[config.mk]
export PLATFORM = sky130hd
export DESIGN_NAME = fan_target_from_group_max
export DESIGN_NICKNAME = d
export VERILOG_FILES = /design/src/design/ftgm_pkg.sv /design/src/design/ftgm_ram.sv /design/src/design/ftgm_csr.sv /design/src/design/ftgm_seq.sv /design/src/design/fan_target_from_group_max.sv
export SDC_FILE = /design/constraint.sdc
export NUM_CORES = 2
export LEC_CHECK = 0
export BUFFER_PORTS_ARGS = -buffer_cell sky130_fd_sc_hd__buf_2
export CORE_MARGIN = 2
export CORE_UTILIZATION = 48
export DETAILED_ROUTE_END_ITERATION = 8
export GPL_TIMING_DRIVEN = 0
export PLACE_DENSITY = 0.63
export SETUP_SLACK_MARGIN = 0.1
export SLEW_MARGIN = 20
export SYNTH_ARGS = -nofsm -noshare
export SYNTH_HDL_FRONTEND = slang
export SYNTH_SLANG_ARGS = --single-unit
export TNS_END_PERCENT = 50
[constraint.sdc]
create_clock -name clock -period 14.35 [get_ports clock]
set_clock_uncertainty 0.15 [all_clocks]
set_input_delay 1.435 -clock clock [delete_from_list [all_inputs] [get_ports clock]]
set_output_delay 1.435 -clock clock [all_outputs]
set_load 0.01 [all_outputs]
[src/design/ftgm_pkg.sv]
// Package for the fan target block: shared types, register indexes,
// reading kinds and width helpers. No dependencies.
package ftgm_pkg;

   localparam int NUM_SLOTS_DEFAULT   = 8;
   localparam int MAP_ENTRIES_DEFAULT = 4;
   localparam int VALUE_W             = 32;
   localparam int CSR_INDEX_W         = 3;
   localparam int CSR_DATA_W          = 64;

   localparam logic [CSR_INDEX_W-1:0] CSR_DROP_HYST = 3'd0;
   localparam logic [CSR_INDEX_W-1:0] CSR_RISE_HYST = 3'd1;
   localparam logic [CSR_INDEX_W-1:0] CSR_MAP_COUNT = 3'd2;
   localparam logic [CSR_INDEX_W-1:0] CSR_MAP_E0    = 3'd3;
   localparam logic [CSR_INDEX_W-1:0] CSR_MAP_E1    = 3'd4;
   localparam logic [CSR_INDEX_W-1:0] CSR_MAP_E2    = 3'd5;
   localparam logic [CSR_INDEX_W-1:0] CSR_MAP_E3    = 3'd6;

   localparam logic [1:0] KIND_NUMERIC = 2'd0;
   localparam logic [1:0] KIND_MISSING = 2'd1;

   typedef struct packed {
      logic [VALUE_W-1:0]       drop_hysteresis;
      logic [VALUE_W-1:0]       rise_hysteresis;
      logic [2:0]               map_count;
      logic [3:0][63:0]         map_entry;
   } cfg_type;

   typedef struct packed {
      logic               go;
      logic [VALUE_W-1:0] value;
   } start_type;

   function automatic int addr_w(input int depth);
      return (depth > 1) ? $clog2(depth) : 1;
   endfunction

endpackage

[src/design/ftgm_ram.sv]
// Generic single-write, single-read RAM with registered read data.
// No dependencies.
module ftgm_ram #(
   parameter int WIDTH = 64,
   parameter int DEPTH = 8
) (
   input  logic                                clock,
   input  logic                                wr_en,
   input  logic [ftgm_pkg::addr_w(DEPTH)-1:0]  wr_addr,
   input  logic [WIDTH-1:0]                    wr_data,
   input  logic                                rd_en,
   input  logic [ftgm_pkg::addr_w(DEPTH)-1:0]  rd_addr,
   output logic [WIDTH-1:0]                    rd_data
);

   logic [WIDTH-1:0] mem_ff [DEPTH];
   logic [WIDTH-1:0] rd_data_ff;

   always_ff @(posedge clock) begin
      if (wr_en) begin
         mem_ff[wr_addr] <= wr_data;
      end
      if (rd_en) begin
         rd_data_ff <= mem_ff[rd_addr];
      end
   end

   assign rd_data = rd_data_ff;

endmodule

[src/design/ftgm_csr.sv]
// Configuration registers: hysteresis, step table size and entries.
// Depends on ftgm_pkg.
module ftgm_csr (
   input  logic                                  clock,
   input  logic                                  reset,
   input  logic                                  csr_valid,
   output logic                                  csr_ready,
   input  logic [ftgm_pkg::CSR_INDEX_W-1:0]      csr_index,
   input  logic [ftgm_pkg::CSR_DATA_W-1:0]       csr_data,
   output ftgm_pkg::cfg_type                     cfg_o
);

   localparam ftgm_pkg::cfg_type CFG_RESET = '{
      drop_hysteresis: '0,
      rise_hysteresis: '0,
      map_count:       3'd1,
      map_entry:       '0
   };

   ftgm_pkg::cfg_type cfg_ff;
   ftgm_pkg::cfg_type cfg_in;

   always_comb begin
      cfg_in = cfg_ff;
      if (csr_valid) begin
         case (csr_index)
            ftgm_pkg::CSR_DROP_HYST: cfg_in.drop_hysteresis = csr_data[31:0];
            ftgm_pkg::CSR_RISE_HYST: cfg_in.rise_hysteresis = csr_data[31:0];
            ftgm_pkg::CSR_MAP_COUNT: cfg_in.map_count       = csr_data[2:0];
            ftgm_pkg::CSR_MAP_E0:    cfg_in.map_entry[0]    = csr_data;
            ftgm_pkg::CSR_MAP_E1:    cfg_in.map_entry[1]    = csr_data;
            ftgm_pkg::CSR_MAP_E2:    cfg_in.map_entry[2]    = csr_data;
            ftgm_pkg::CSR_MAP_E3:    cfg_in.map_entry[3]    = csr_data;
            default: ;
         endcase
      end
   end

   always_ff @(posedge clock) begin
      if (reset) begin
         cfg_ff <= CFG_RESET;
      end else begin
         cfg_ff <= cfg_in;
      end
   end

   assign csr_ready = 1'b1;
   assign cfg_o     = cfg_ff;

endmodule

[src/design/ftgm_seq.sv]
// Evaluation sequencer: one shared subtractor for hysteresis, step table walk
// and the max scan over the slot store; holds the result register.
// Depends on ftgm_pkg and ftgm_ram.
module ftgm_seq #(
   parameter int NUM_SLOTS   = ftgm_pkg::NUM_SLOTS_DEFAULT,
   parameter int MAP_ENTRIES = ftgm_pkg::MAP_ENTRIES_DEFAULT
) (
   input  logic                                    clock,
   input  logic                                    reset,
   input  ftgm_pkg::cfg_type                       cfg_i,
   input  ftgm_pkg::start_type                     start_i,
   input  logic [ftgm_pkg::addr_w(NUM_SLOTS)-1:0]  start_slot_i,
   output logic                                    busy_o,
   output logic                                    rsp_valid_o,
   input  logic                                    rsp_ready_i,
   output logic [ftgm_pkg::VALUE_W-1:0]            rsp_fan_target_o,
   output logic [ftgm_pkg::VALUE_W-1:0]            rsp_slot_speed_out_o
);

   localparam int SLOT_W = ftgm_pkg::addr_w(NUM_SLOTS);
   localparam int VW     = ftgm_pkg::VALUE_W;

   typedef enum logic [3:0] {
      S_IDLE, S_RD, S_CAP, S_GP, S_PG, S_HYST, S_KLO, S_KHI, S_WR, S_SCAN,
      S_LAST, S_DONE
   } state_type;

   state_type            state_ff, state_in;
   logic [VW-1:0]        g_ff, g_in;
   logic [SLOT_W-1:0]    slot_ff, slot_in;
   logic [VW-1:0]        p_ff, p_in;
   logic [VW-1:0]        speed_ff, speed_in;
   logic [VW-1:0]        diff_ff, diff_in;
   logic                 lt_ff, lt_in;
   logic                 eq_ff, eq_in;
   logic                 trig_ff, trig_in;
   logic [1:0]           idx_ff, idx_in;
   logic                 ltk_ff, ltk_in;
   logic                 eqk_ff, eqk_in;
   logic [VW-1:0]        best_ff, best_in;
   logic [SLOT_W-1:0]    scan_ff, scan_in;
   logic                 pend_ff, pend_in;
   logic [NUM_SLOTS-1:0] valid_ff, valid_in;
   logic                 rd_valid_ff, rd_valid_in;
   logic                 rsp_valid_ff, rsp_valid_in;
   logic [VW-1:0]        rsp_target_ff, rsp_target_in;
   logic [VW-1:0]        rsp_speed_ff, rsp_speed_in;

   logic [VW-1:0]        sub_a;
   logic [VW-1:0]        sub_b;
   logic [VW:0]          sub_res;
   logic                 borrow;
   logic                 zero;
   logic [2:0]           n_eff;
   logic                 step_last;
   logic                 step_match;
   logic [1:0]           idx_next;

   logic                 ram_we;
   logic                 ram_re;
   logic [SLOT_W-1:0]    ram_raddr;
   logic [63:0]          ram_rdata;
   logic [VW-1:0]        rd_prev;
   logic [VW-1:0]        rd_speed;

   ftgm_ram #(
      .WIDTH (2 * VW),
      .DEPTH (NUM_SLOTS)
   ) u_store (
      .clock   (clock),
      .wr_en   (ram_we),
      .wr_addr (slot_ff),
      .wr_data ({g_ff, speed_ff}),
      .rd_en   (ram_re),
      .rd_addr (ram_raddr),
      .rd_data (ram_rdata)
   );

   assign rd_prev  = ram_rdata[2*VW-1:VW] & {VW{rd_valid_ff}};
   assign rd_speed = ram_rdata[VW-1:0] & {VW{rd_valid_ff}};

   assign n_eff = (cfg_i.map_count > 3'(MAP_ENTRIES)) ? 3'(MAP_ENTRIES) : cfg_i.map_count;
   assign idx_next  = idx_ff + 2'd1;
   assign step_last = ({1'b0, idx_ff} + 3'd1) >= n_eff;

   always_comb begin
      case (state_ff)
         S_GP: begin
            sub_a = g_ff;
            sub_b = p_ff;
         end
         S_PG: begin
            sub_a = p_ff;
            sub_b = g_ff;
         end
         S_HYST: begin
            sub_a = lt_ff ? cfg_i.drop_hysteresis : cfg_i.rise_hysteresis;
            sub_b = diff_ff;
         end
         S_KLO: begin
            sub_a = g_ff;
            sub_b = cfg_i.map_entry[idx_ff][63:32];
         end
         S_KHI: begin
            sub_a = g_ff;
            sub_b = cfg_i.map_entry[idx_next][63:32];
         end
         default: begin
            sub_a = best_ff;
            sub_b = rd_speed;
         end
      endcase
      sub_res = {1'b0, sub_a} - {1'b0, sub_b};
      borrow  = sub_res[VW];
      zero    = (sub_res[VW-1:0] == '0);
   end

   assign step_match = ((idx_ff == 2'd0) && (ltk_ff || eqk_ff)) ||
                       (step_last && !ltk_ff) ||
                       (!step_last && !ltk_ff && borrow);

   always_comb begin
      state_in      = state_ff;
      g_in          = g_ff;
      slot_in       = slot_ff;
      p_in          = p_ff;
      speed_in      = speed_ff;
      diff_in       = diff_ff;
      lt_in         = lt_ff;
      eq_in         = eq_ff;
      trig_in       = trig_ff;
      idx_in        = idx_ff;
      ltk_in        = ltk_ff;
      eqk_in        = eqk_ff;
      best_in       = best_ff;
      scan_in       = scan_ff;
      pend_in       = 1'b0;
      valid_in      = valid_ff;
      rsp_valid_in  = rsp_valid_ff && !rsp_ready_i;
      rsp_target_in = rsp_target_ff;
      rsp_speed_in  = rsp_speed_ff;
      ram_we        = 1'b0;
      ram_re        = 1'b0;
      ram_raddr     = slot_ff;

      if (pend_ff && borrow) begin
         best_in = rd_speed;
      end

      case (state_ff)
         S_IDLE: begin
            if (start_i.go) begin
               g_in     = start_i.value;
               slot_in  = start_slot_i;
               state_in = S_RD;
            end
         end
         S_RD: begin
            ram_re   = 1'b1;
            state_in = S_CAP;
         end
         S_CAP: begin
            p_in     = rd_prev;
            speed_in = rd_speed;
            state_in = S_GP;
         end
         S_GP: begin
            lt_in    = borrow;
            eq_in    = zero;
            diff_in  = sub_res[VW-1:0];
            state_in = S_PG;
         end
         S_PG: begin
            if (lt_ff) begin
               diff_in = sub_res[VW-1:0];
            end
            state_in = S_HYST;
         end
         S_HYST: begin
            trig_in = !eq_ff && borrow;
            idx_in  = 2'd0;
            if (!eq_ff && borrow && (n_eff != 3'd0)) begin
               state_in = S_KLO;
            end else begin
               state_in = S_WR;
            end
         end
         S_KLO: begin
            ltk_in   = borrow;
            eqk_in   = zero;
            state_in = S_KHI;
         end
         S_KHI: begin
            if (step_match) begin
               speed_in = cfg_i.map_entry[idx_ff][VW-1:0];
               state_in = S_WR;
            end else if (step_last) begin
               state_in = S_WR;
            end else begin
               idx_in   = idx_next;
               state_in = S_KLO;
            end
         end
         S_WR: begin
            if (trig_ff) begin
               ram_we            = 1'b1;
               valid_in[slot_ff] = 1'b1;
            end
            best_in  = '0;
            scan_in  = '0;
            state_in = S_SCAN;
         end
         S_SCAN: begin
            ram_re    = 1'b1;
            ram_raddr = scan_ff;
            pend_in   = 1'b1;
            if (scan_ff == SLOT_W'(NUM_SLOTS - 1)) begin
               state_in = S_LAST;
            end else begin
               scan_in = scan_ff + 1'b1;
            end
         end
         S_LAST: begin
            state_in = S_DONE;
         end
         S_DONE: begin
            if (!rsp_valid_ff || rsp_ready_i) begin
               rsp_valid_in  = 1'b1;
               rsp_target_in = best_ff;
               rsp_speed_in  = speed_ff;
               state_in      = S_IDLE;
            end
         end
         default: state_in = S_IDLE;
      endcase

      rd_valid_in = ram_re ? valid_ff[ram_raddr] : rd_valid_ff;
   end

   always_ff @(posedge clock) begin
      if (reset) begin
         state_ff     <= S_IDLE;
         pend_ff      <= 1'b0;
         valid_ff     <= '0;
         rd_valid_ff  <= 1'b0;
         rsp_valid_ff <= 1'b0;
      end else begin
         state_ff     <= state_in;
         pend_ff      <= pend_in;
         valid_ff     <= valid_in;
         rd_valid_ff  <= rd_valid_in;
         rsp_valid_ff <= rsp_valid_in;
      end
      g_ff          <= g_in;
      slot_ff       <= slot_in;
      p_ff          <= p_in;
      speed_ff      <= speed_in;
      diff_ff       <= diff_in;
      lt_ff         <= lt_in;
      eq_ff         <= eq_in;
      trig_ff       <= trig_in;
      idx_ff        <= idx_in;
      ltk_ff        <= ltk_in;
      eqk_ff        <= eqk_in;
      best_ff       <= best_in;
      scan_ff       <= scan_in;
      rsp_target_ff <= rsp_target_in;
      rsp_speed_ff  <= rsp_speed_in;
   end

   assign busy_o               = (state_ff != S_IDLE);
   assign rsp_valid_o          = rsp_valid_ff;
   assign rsp_fan_target_o     = rsp_target_ff;
   assign rsp_slot_speed_out_o = rsp_speed_ff;

   a_start_idle: assert property (@(posedge clock) disable iff (reset)
      start_i.go |-> (state_ff == S_IDLE))
      else $error("evaluation started while sequencer busy");

   a_write_trig: assert property (@(posedge clock) disable iff (reset)
      ram_we |-> (trig_ff && (state_ff == S_WR)))
      else $error("slot store written without re-map");

   a_walk_range: assert property (@(posedge clock) disable iff (reset)
      (state_ff == S_KLO) |-> ({1'b0, idx_ff} < n_eff))
      else $error("step table walk past active entries");

   a_result_order: assert property (@(posedge clock) disable iff (reset)
      rsp_valid_ff |-> (rsp_speed_ff <= rsp_target_ff))
      else $error("slot speed exceeds zone target");

   a_scan_done: assert property (@(posedge clock) disable iff (reset)
      (state_ff == S_LAST) |=> (state_ff == S_DONE))
      else $error("scan did not complete");

endmodule

[src/design/fan_target_from_group_max.sv]
// Fan zone target block: gathers the group maximum of sensor readings, then
// runs the slot evaluation. Depends on ftgm_pkg, ftgm_csr and ftgm_seq.
//
// Usage:
//   req_* carries one member reading per transfer. Readings of kind missing
//   are dropped, a reading of any other non-numeric kind drops the rest of its
//   group. A reading is taken whenever req_ready is high.
//   On eval_last with at least one numeric reading, the sequencer reads the
//   slot, compares against the hysteresis and, if the change exceeds it, walks
//   the step table and writes the slot; it then scans all slots for the
//   maximum into the result register; req_ready is low meanwhile.
//   An evaluation without numeric readings gives no rsp transfer.
//   rsp_* holds one finished result; the block accepts further readings
//   while it waits, and the next evaluation stalls in its last step until
//   the receiver takes the held result.
//   csr_* writes registers, always ready; write only when idle.
//   Reset (synchronous) clears the group state, all slot speeds and group
//   values to zero, and loads the register defaults (map_count = 1).
module fan_target_from_group_max #(
   parameter int NUM_SLOTS   = ftgm_pkg::NUM_SLOTS_DEFAULT,
   parameter int MAP_ENTRIES = ftgm_pkg::MAP_ENTRIES_DEFAULT
) (
   input  logic                              clock,
   input  logic                              reset,
   input  logic                              req_valid,
   output logic                              req_ready,
   input  logic [2:0]                        req_slot,
   input  logic [31:0]                       req_member_value,
   input  logic [1:0]                        req_member_kind,
   input  logic                              req_group_last,
   input  logic                              req_eval_last,
   output logic                              rsp_valid,
   input  logic                              rsp_ready,
   output logic [31:0]                       rsp_fan_target,
   output logic [31:0]                       rsp_slot_speed_out,
   input  logic                              csr_valid,
   output logic                              csr_ready,
   input  logic [ftgm_pkg::CSR_INDEX_W-1:0]  csr_index,
   input  logic [ftgm_pkg::CSR_DATA_W-1:0]   csr_data
);

   localparam int SLOT_W = ftgm_pkg::addr_w(NUM_SLOTS);

   ftgm_pkg::cfg_type   cfg;
   ftgm_pkg::start_type start;
   logic                busy;
   logic                take;
   logic [31:0]         max_ff, max_in, max_upd;
   logic                have_ff, have_in, have_upd;
   logic                skip_ff, skip_in;
   logic [6:0]          slot_rem;

   assign req_ready = !busy;
   assign take      = req_valid && req_ready;

   always_comb begin
      max_upd  = max_ff;
      have_upd = have_ff;
      skip_in  = skip_ff;
      if (!skip_ff) begin
         if (req_member_kind == ftgm_pkg::KIND_NUMERIC) begin
            if (!have_ff || (req_member_value > max_ff)) begin
               max_upd = req_member_value;
            end
            have_upd = 1'b1;
         end else if (req_member_kind != ftgm_pkg::KIND_MISSING) begin
            skip_in = 1'b1;
         end
      end
      if (req_group_last || req_eval_last) begin
         skip_in = 1'b0;
      end
      max_in  = max_upd;
      have_in = have_upd;
      if (req_eval_last) begin
         max_in  = '0;
         have_in = 1'b0;
      end
      if (!take) begin
         max_in  = max_ff;
         have_in = have_ff;
         skip_in = skip_ff;
      end
   end

   always_comb begin
      slot_rem = {4'd0, req_slot};
      for (int i = 0; i < 8; i++) begin
         if (slot_rem >= 7'(NUM_SLOTS)) begin
            slot_rem = slot_rem - 7'(NUM_SLOTS);
         end
      end
   end

   assign start.go    = take && req_eval_last && have_upd;
   assign start.value = max_upd;

   always_ff @(posedge clock) begin
      if (reset) begin
         max_ff  <= '0;
         have_ff <= 1'b0;
         skip_ff <= 1'b0;
      end else begin
         max_ff  <= max_in;
         have_ff <= have_in;
         skip_ff <= skip_in;
      end
   end

   ftgm_csr u_csr (
      .clock     (clock),
      .reset     (reset),
      .csr_valid (csr_valid),
      .csr_ready (csr_ready),
      .csr_index (csr_index),
      .csr_data  (csr_data),
      .cfg_o     (cfg)
   );

   ftgm_seq #(
      .NUM_SLOTS   (NUM_SLOTS),
      .MAP_ENTRIES (MAP_ENTRIES)
   ) u_seq (
      .clock                (clock),
      .reset                (reset),
      .cfg_i                (cfg),
      .start_i              (start),
      .start_slot_i         (slot_rem[SLOT_W-1:0]),
      .busy_o               (busy),
      .rsp_valid_o          (rsp_valid),
      .rsp_ready_i          (rsp_ready),
      .rsp_fan_target_o     (rsp_fan_target),
      .rsp_slot_speed_out_o (rsp_slot_speed_out)
   );

endmodule
==> results_dict.tcl <==
set metrics [dict create \
    avgSynthCellArea_um2 13.1 \
    hold_viol_final 0 \
    p_leak_uw 0.0192 \
    tightest_slew_ns 1.24 \
    dpl_worst_slack_ns 5.00 \
    synth_fp_nets 3954 \
    final_cell_mix "nand2_1, edfxtp_1, dfxtp_1" \
    clockBufferDepth 3 \
    die_area_um2 105000 \
    swShare_pct 22.6 \
    htree_levels 3 \
    required_ns 14.63 \
    crit_top_cell "clkbuf_1" \
    fin_crit_sh_pct 65.5 \
    criticalPathCategory "flop to flop" \
    die_h_um 325 \
    rsz0062_at_grt "false" \
    p_comb_share_pct 5.6 \
    syn-cell-area_um2 49300 \
    yosysUniqueCellTypes 68 \
    crit_path_max_fanout 18 \
    cts_setup_buffers 0 \
    cts_tree "done" \
    std_cell_rows 117 \
    cp_cell_sequence "clkbuf_1 -> clkbuf_1 -> clkbuf_1 -> inv_1 -> ha_1 -> clkbuf_1 -> clkbuf_1 -> buf_1 -> mux4_2 -> a221oi_1 -> ha_1 -> a211oi_1 -> o21ai_1 -> a31oi_4 -> a21oi_2 -> o311ai_2 -> a21oi_1 -> o22a_1 -> a21oi_1 -> nor2b_1 -> o21bai_4 -> buf_16" \
    fmax_ghz 0.106 \
    hp-class "flop to flop" \
    antenna_found_initial 10 \
    setup_viol 0 \
    synth_cells 3771 \
    start_util_pct 48.4 \
    clock-sinks 1185 \
    root_buffer "clkbuf_16" \
    yosys_warnings 0 \
    via_per_inst 5.91 \
    crit_family "buffers and inverters" \
    fp.dieW_um 325 \
    slew_viol_final 0 \
    ctsHoldBuffers 0 \
    slew_headroom_pct 17.3 \
    synth-seq-cells 1185 \
    cap_violations 0 \
    dp_hpwl_um 107000 \
    port_buffers 173 \
    cp_slowest_stage_delay_ns 0.76 \
    switching_power_uw 1630 \
    tns_ns 0 \
    clkPwrFrac_pct 43.2 \
    synth-edff-count 781 \
    synth_ff_type "edfxtp_1" \
    status "complete, no violations" \
    min_period_ns 9.40 \
    gp_congestion 0.949 \
    area_growth_pct 15.3 \
    postSynth.asyncResetShare_pct 0 \
    wl_per_cell_um 26.5 \
    cts.clk_slew.worst_paths_ns 0.06 \
    grt_pass1_wl_um 214000 \
    num_vias 33000 \
    p_int_uw 5580 \
    cp_data_arrival_time_ns 9.67 \
    cts_made_buffers 117 \
    grt_max_degree 36 \
    ant_nets 0 \
    fin_nets 4300 \
    worstSkewPairLatency_ns 0.73 \
    path_buf_inv 8 \
    dr.pass1.iters 6 \
    drc_errors 0 \
    ir_worst_vdd_uv 101 \
    seq_power_share_pct 51.2 \
    critPathSlowestCell "buf_1" \
    fin_ws_ns 4.95 \
    grt_pass1_vias 31400 \
    worst_setup_path_start_kind "flop" \
    ys_seq_area_share_pct 63.9 \
    drtIter0Drc 3576 \
    wl_um 148000 \
    drive_gt1_share_pct 18.3 \
    grt_use_total_pct 27.8 \
    grt.overflow.total 0 \
    end_kind "flop" \
    ios 178 \
    final_common_cell "nand2_1" \
    ctsResizeCount 0 \
    core_um2 102000 \
    power_density_nw_per_um2 127 \
]
power by group through the flow:
| stage | Clock (uW) | Combinational (uW) | Sequential, uW |
|---|---|---|---|
| 2_1_floorplan | 0 | 253 | 3740 |
| 3_3_place_gp | 0 | 386 | 3760 |
| 3_5_place_dp | 0 | 393 | 3760 |
| 4_1_cts | 3150 | 395 | 3690 |
| 5_1_grt | 3290 | 432 | 3690 |
| 6_report | 3110 | 400 | 3690 |
routing by layer:
metal	GRT usage, %	vias to the layer above	routed length, um
met5	0	-	11
met4	12.8	2	7260
met3	5.00	244	13600
met2	41.2	1466	64600
met1	40.2	16500	62500
li1	-	14800	-
cells in the mapped netlist (3+ instances only):
master | count | share of area (%)
nand2_1 | 839 | 6.4
edfxtp_1 | 781 | 48
dfxtp_1 | 404 | 16
a21oi_1 | 400 | 4.1
mux4_2 | 226 | 10
clkbuf_1 | 192 | 1.5
nor2_1 | 91 | 0.69
o21ai_0 | 81 | 0.82
nand3_1 | 79 | 0.80
ha_1 | 71 | 1.8
mux2_2 | 65 | 1.5
a221o_1 | 62 | 1.3
inv_1 | 45 | 0.34
and2_1 | 39 | 0.49
mux2i_1 | 39 | 0.79
a221oi_1 | 36 | 0.64
a22oi_1 | 34 | 0.52
a32o_1 | 31 | 0.63
buf_1 | 27 | 0.21
a21o_1 | 20 | 0.30
buf_2 | 20 | 0.20
nor3_1 | 20 | 0.20
xor2_1 | 16 | 0.28
buf_4 | 13 | 0.20
xnor2_1 | 13 | 0.23
nand2b_1 | 12 | 0.15
nor2b_1 | 12 | 0.15
nand4_1 | 11 | 0.14
and3_1 | 10 | 0.13
a31oi_1 | 7 | 0.089
o21bai_1 | 7 | 0.11
a211oi_1 | 5 | 0.076
o211ai_1 | 5 | 0.076
o21ai_1 | 5 | 0.051
nor4_1 | 4 | 0.051
a211o_1 | 3 | 0.053
a21oi_2 | 3 | 0.053
o21a_1 | 3 | 0.046
logic make-up after synthesis:
| logic type | count (synthesis) | share of synthesized area (%) |
|---|---|---|
| adders and majority gates | 72 | 1.84 |
| other | 1 | 0.00760 |
| xor gates and xnor gates | 29 | 0.515 |
| and+or+nand+nor | 1136 | 9.51 |
| AOI/OAI and AO/OA | 718 | 9.14 |
| DFF | 1185 | 63.9 |
| muxes | 330 | 12.6 |
| buffers and inverters | 300 | 2.45 |
cell type report:
class	count	area, um2
Fill cell	8476	45000
Tap cell	1368	1710
Clock inverter	63	677
Clock buffer	158	3260
Timing Repair Buffer	227	1780
Sequential cell	1185	31500
Buffer	253	1030
Antenna cell	2	5.00
Inverter	47	176
Multi-Input combinational cell	2286	16700
worst register-to-register path: cells and delay by family (launching register included):
| kind | cells | cell delay [ns] |
|---|---|---|
| flops | 1 | 0.46 |
| fa+ha+maj | 2 | 0.69 |
| mux | 1 | 0.48 |
| compound gates | 10 | 2.85 |
| buf+inv | 8 | 4.34 |
| simple gates | 1 | 0.11 |
worst paths after layout:
check | slack, ns | endpoint | cells after the start | startpoint
setup reg to reg | 4.95 | u_seq.speed_ff[22]$_DFFE_PP_ | 22 | u_seq.idx_ff[1]$_SDFFCE_PP0P_
hold reg to reg | 0.30 | u_csr.cfg_o[154]$_SDFFE_PP0P_ | 2 | u_csr.cfg_o[154]$_SDFFE_PP0P_
setup / recovery | 4.95 | u_seq.speed_ff[22]$_DFFE_PP_ | 22 | u_seq.idx_ff[1]$_SDFFCE_PP0P_
hold / removal | 0.30 | u_csr.cfg_o[154]$_SDFFE_PP0P_ | 2 | u_csr.cfg_o[154]$_SDFFE_PP0P_
sequential cells by signal, summed over array words and instances (netlist names), 4 cells and up:
register / flops
max_ff: 32
u_csr.cfg_o: 323
u_seq.best_ff: 32
u_seq.diff_ff: 32
u_seq.g_ff: 32
u_seq.p_ff: 32
u_seq.rsp_fan_target_o: 32
u_seq.rsp_slot_speed_out_o: 32
u_seq.speed_ff: 32
u_seq.state_ff: 4
u_seq.u_store.mem_ff: 512
u_seq.u_store.rd_data: 64
u_seq.valid_ff: 8
metrics by stage:
step | total power (uW) | hold slack [ns] | utilization [%] | cells | area [um2]
floorplan | 3990 | 0.280 | - | 3771 | 49300
global placement | 4150 | 0.289 | 50.9 | 5312 | 51900
detailed placement | 4160 | 0.295 | 51.9 | 5366 | 52900
CTS | 7240 | 0.303 | 55.8 | 5587 | 56900
global route | 7420 | 0.316 | 55.8 | 5589 | 56900
finish | 7210 | 0.300 | 55.8 | 5589 | 56900
Note: power is estimated with default switching activity, not from simulation.
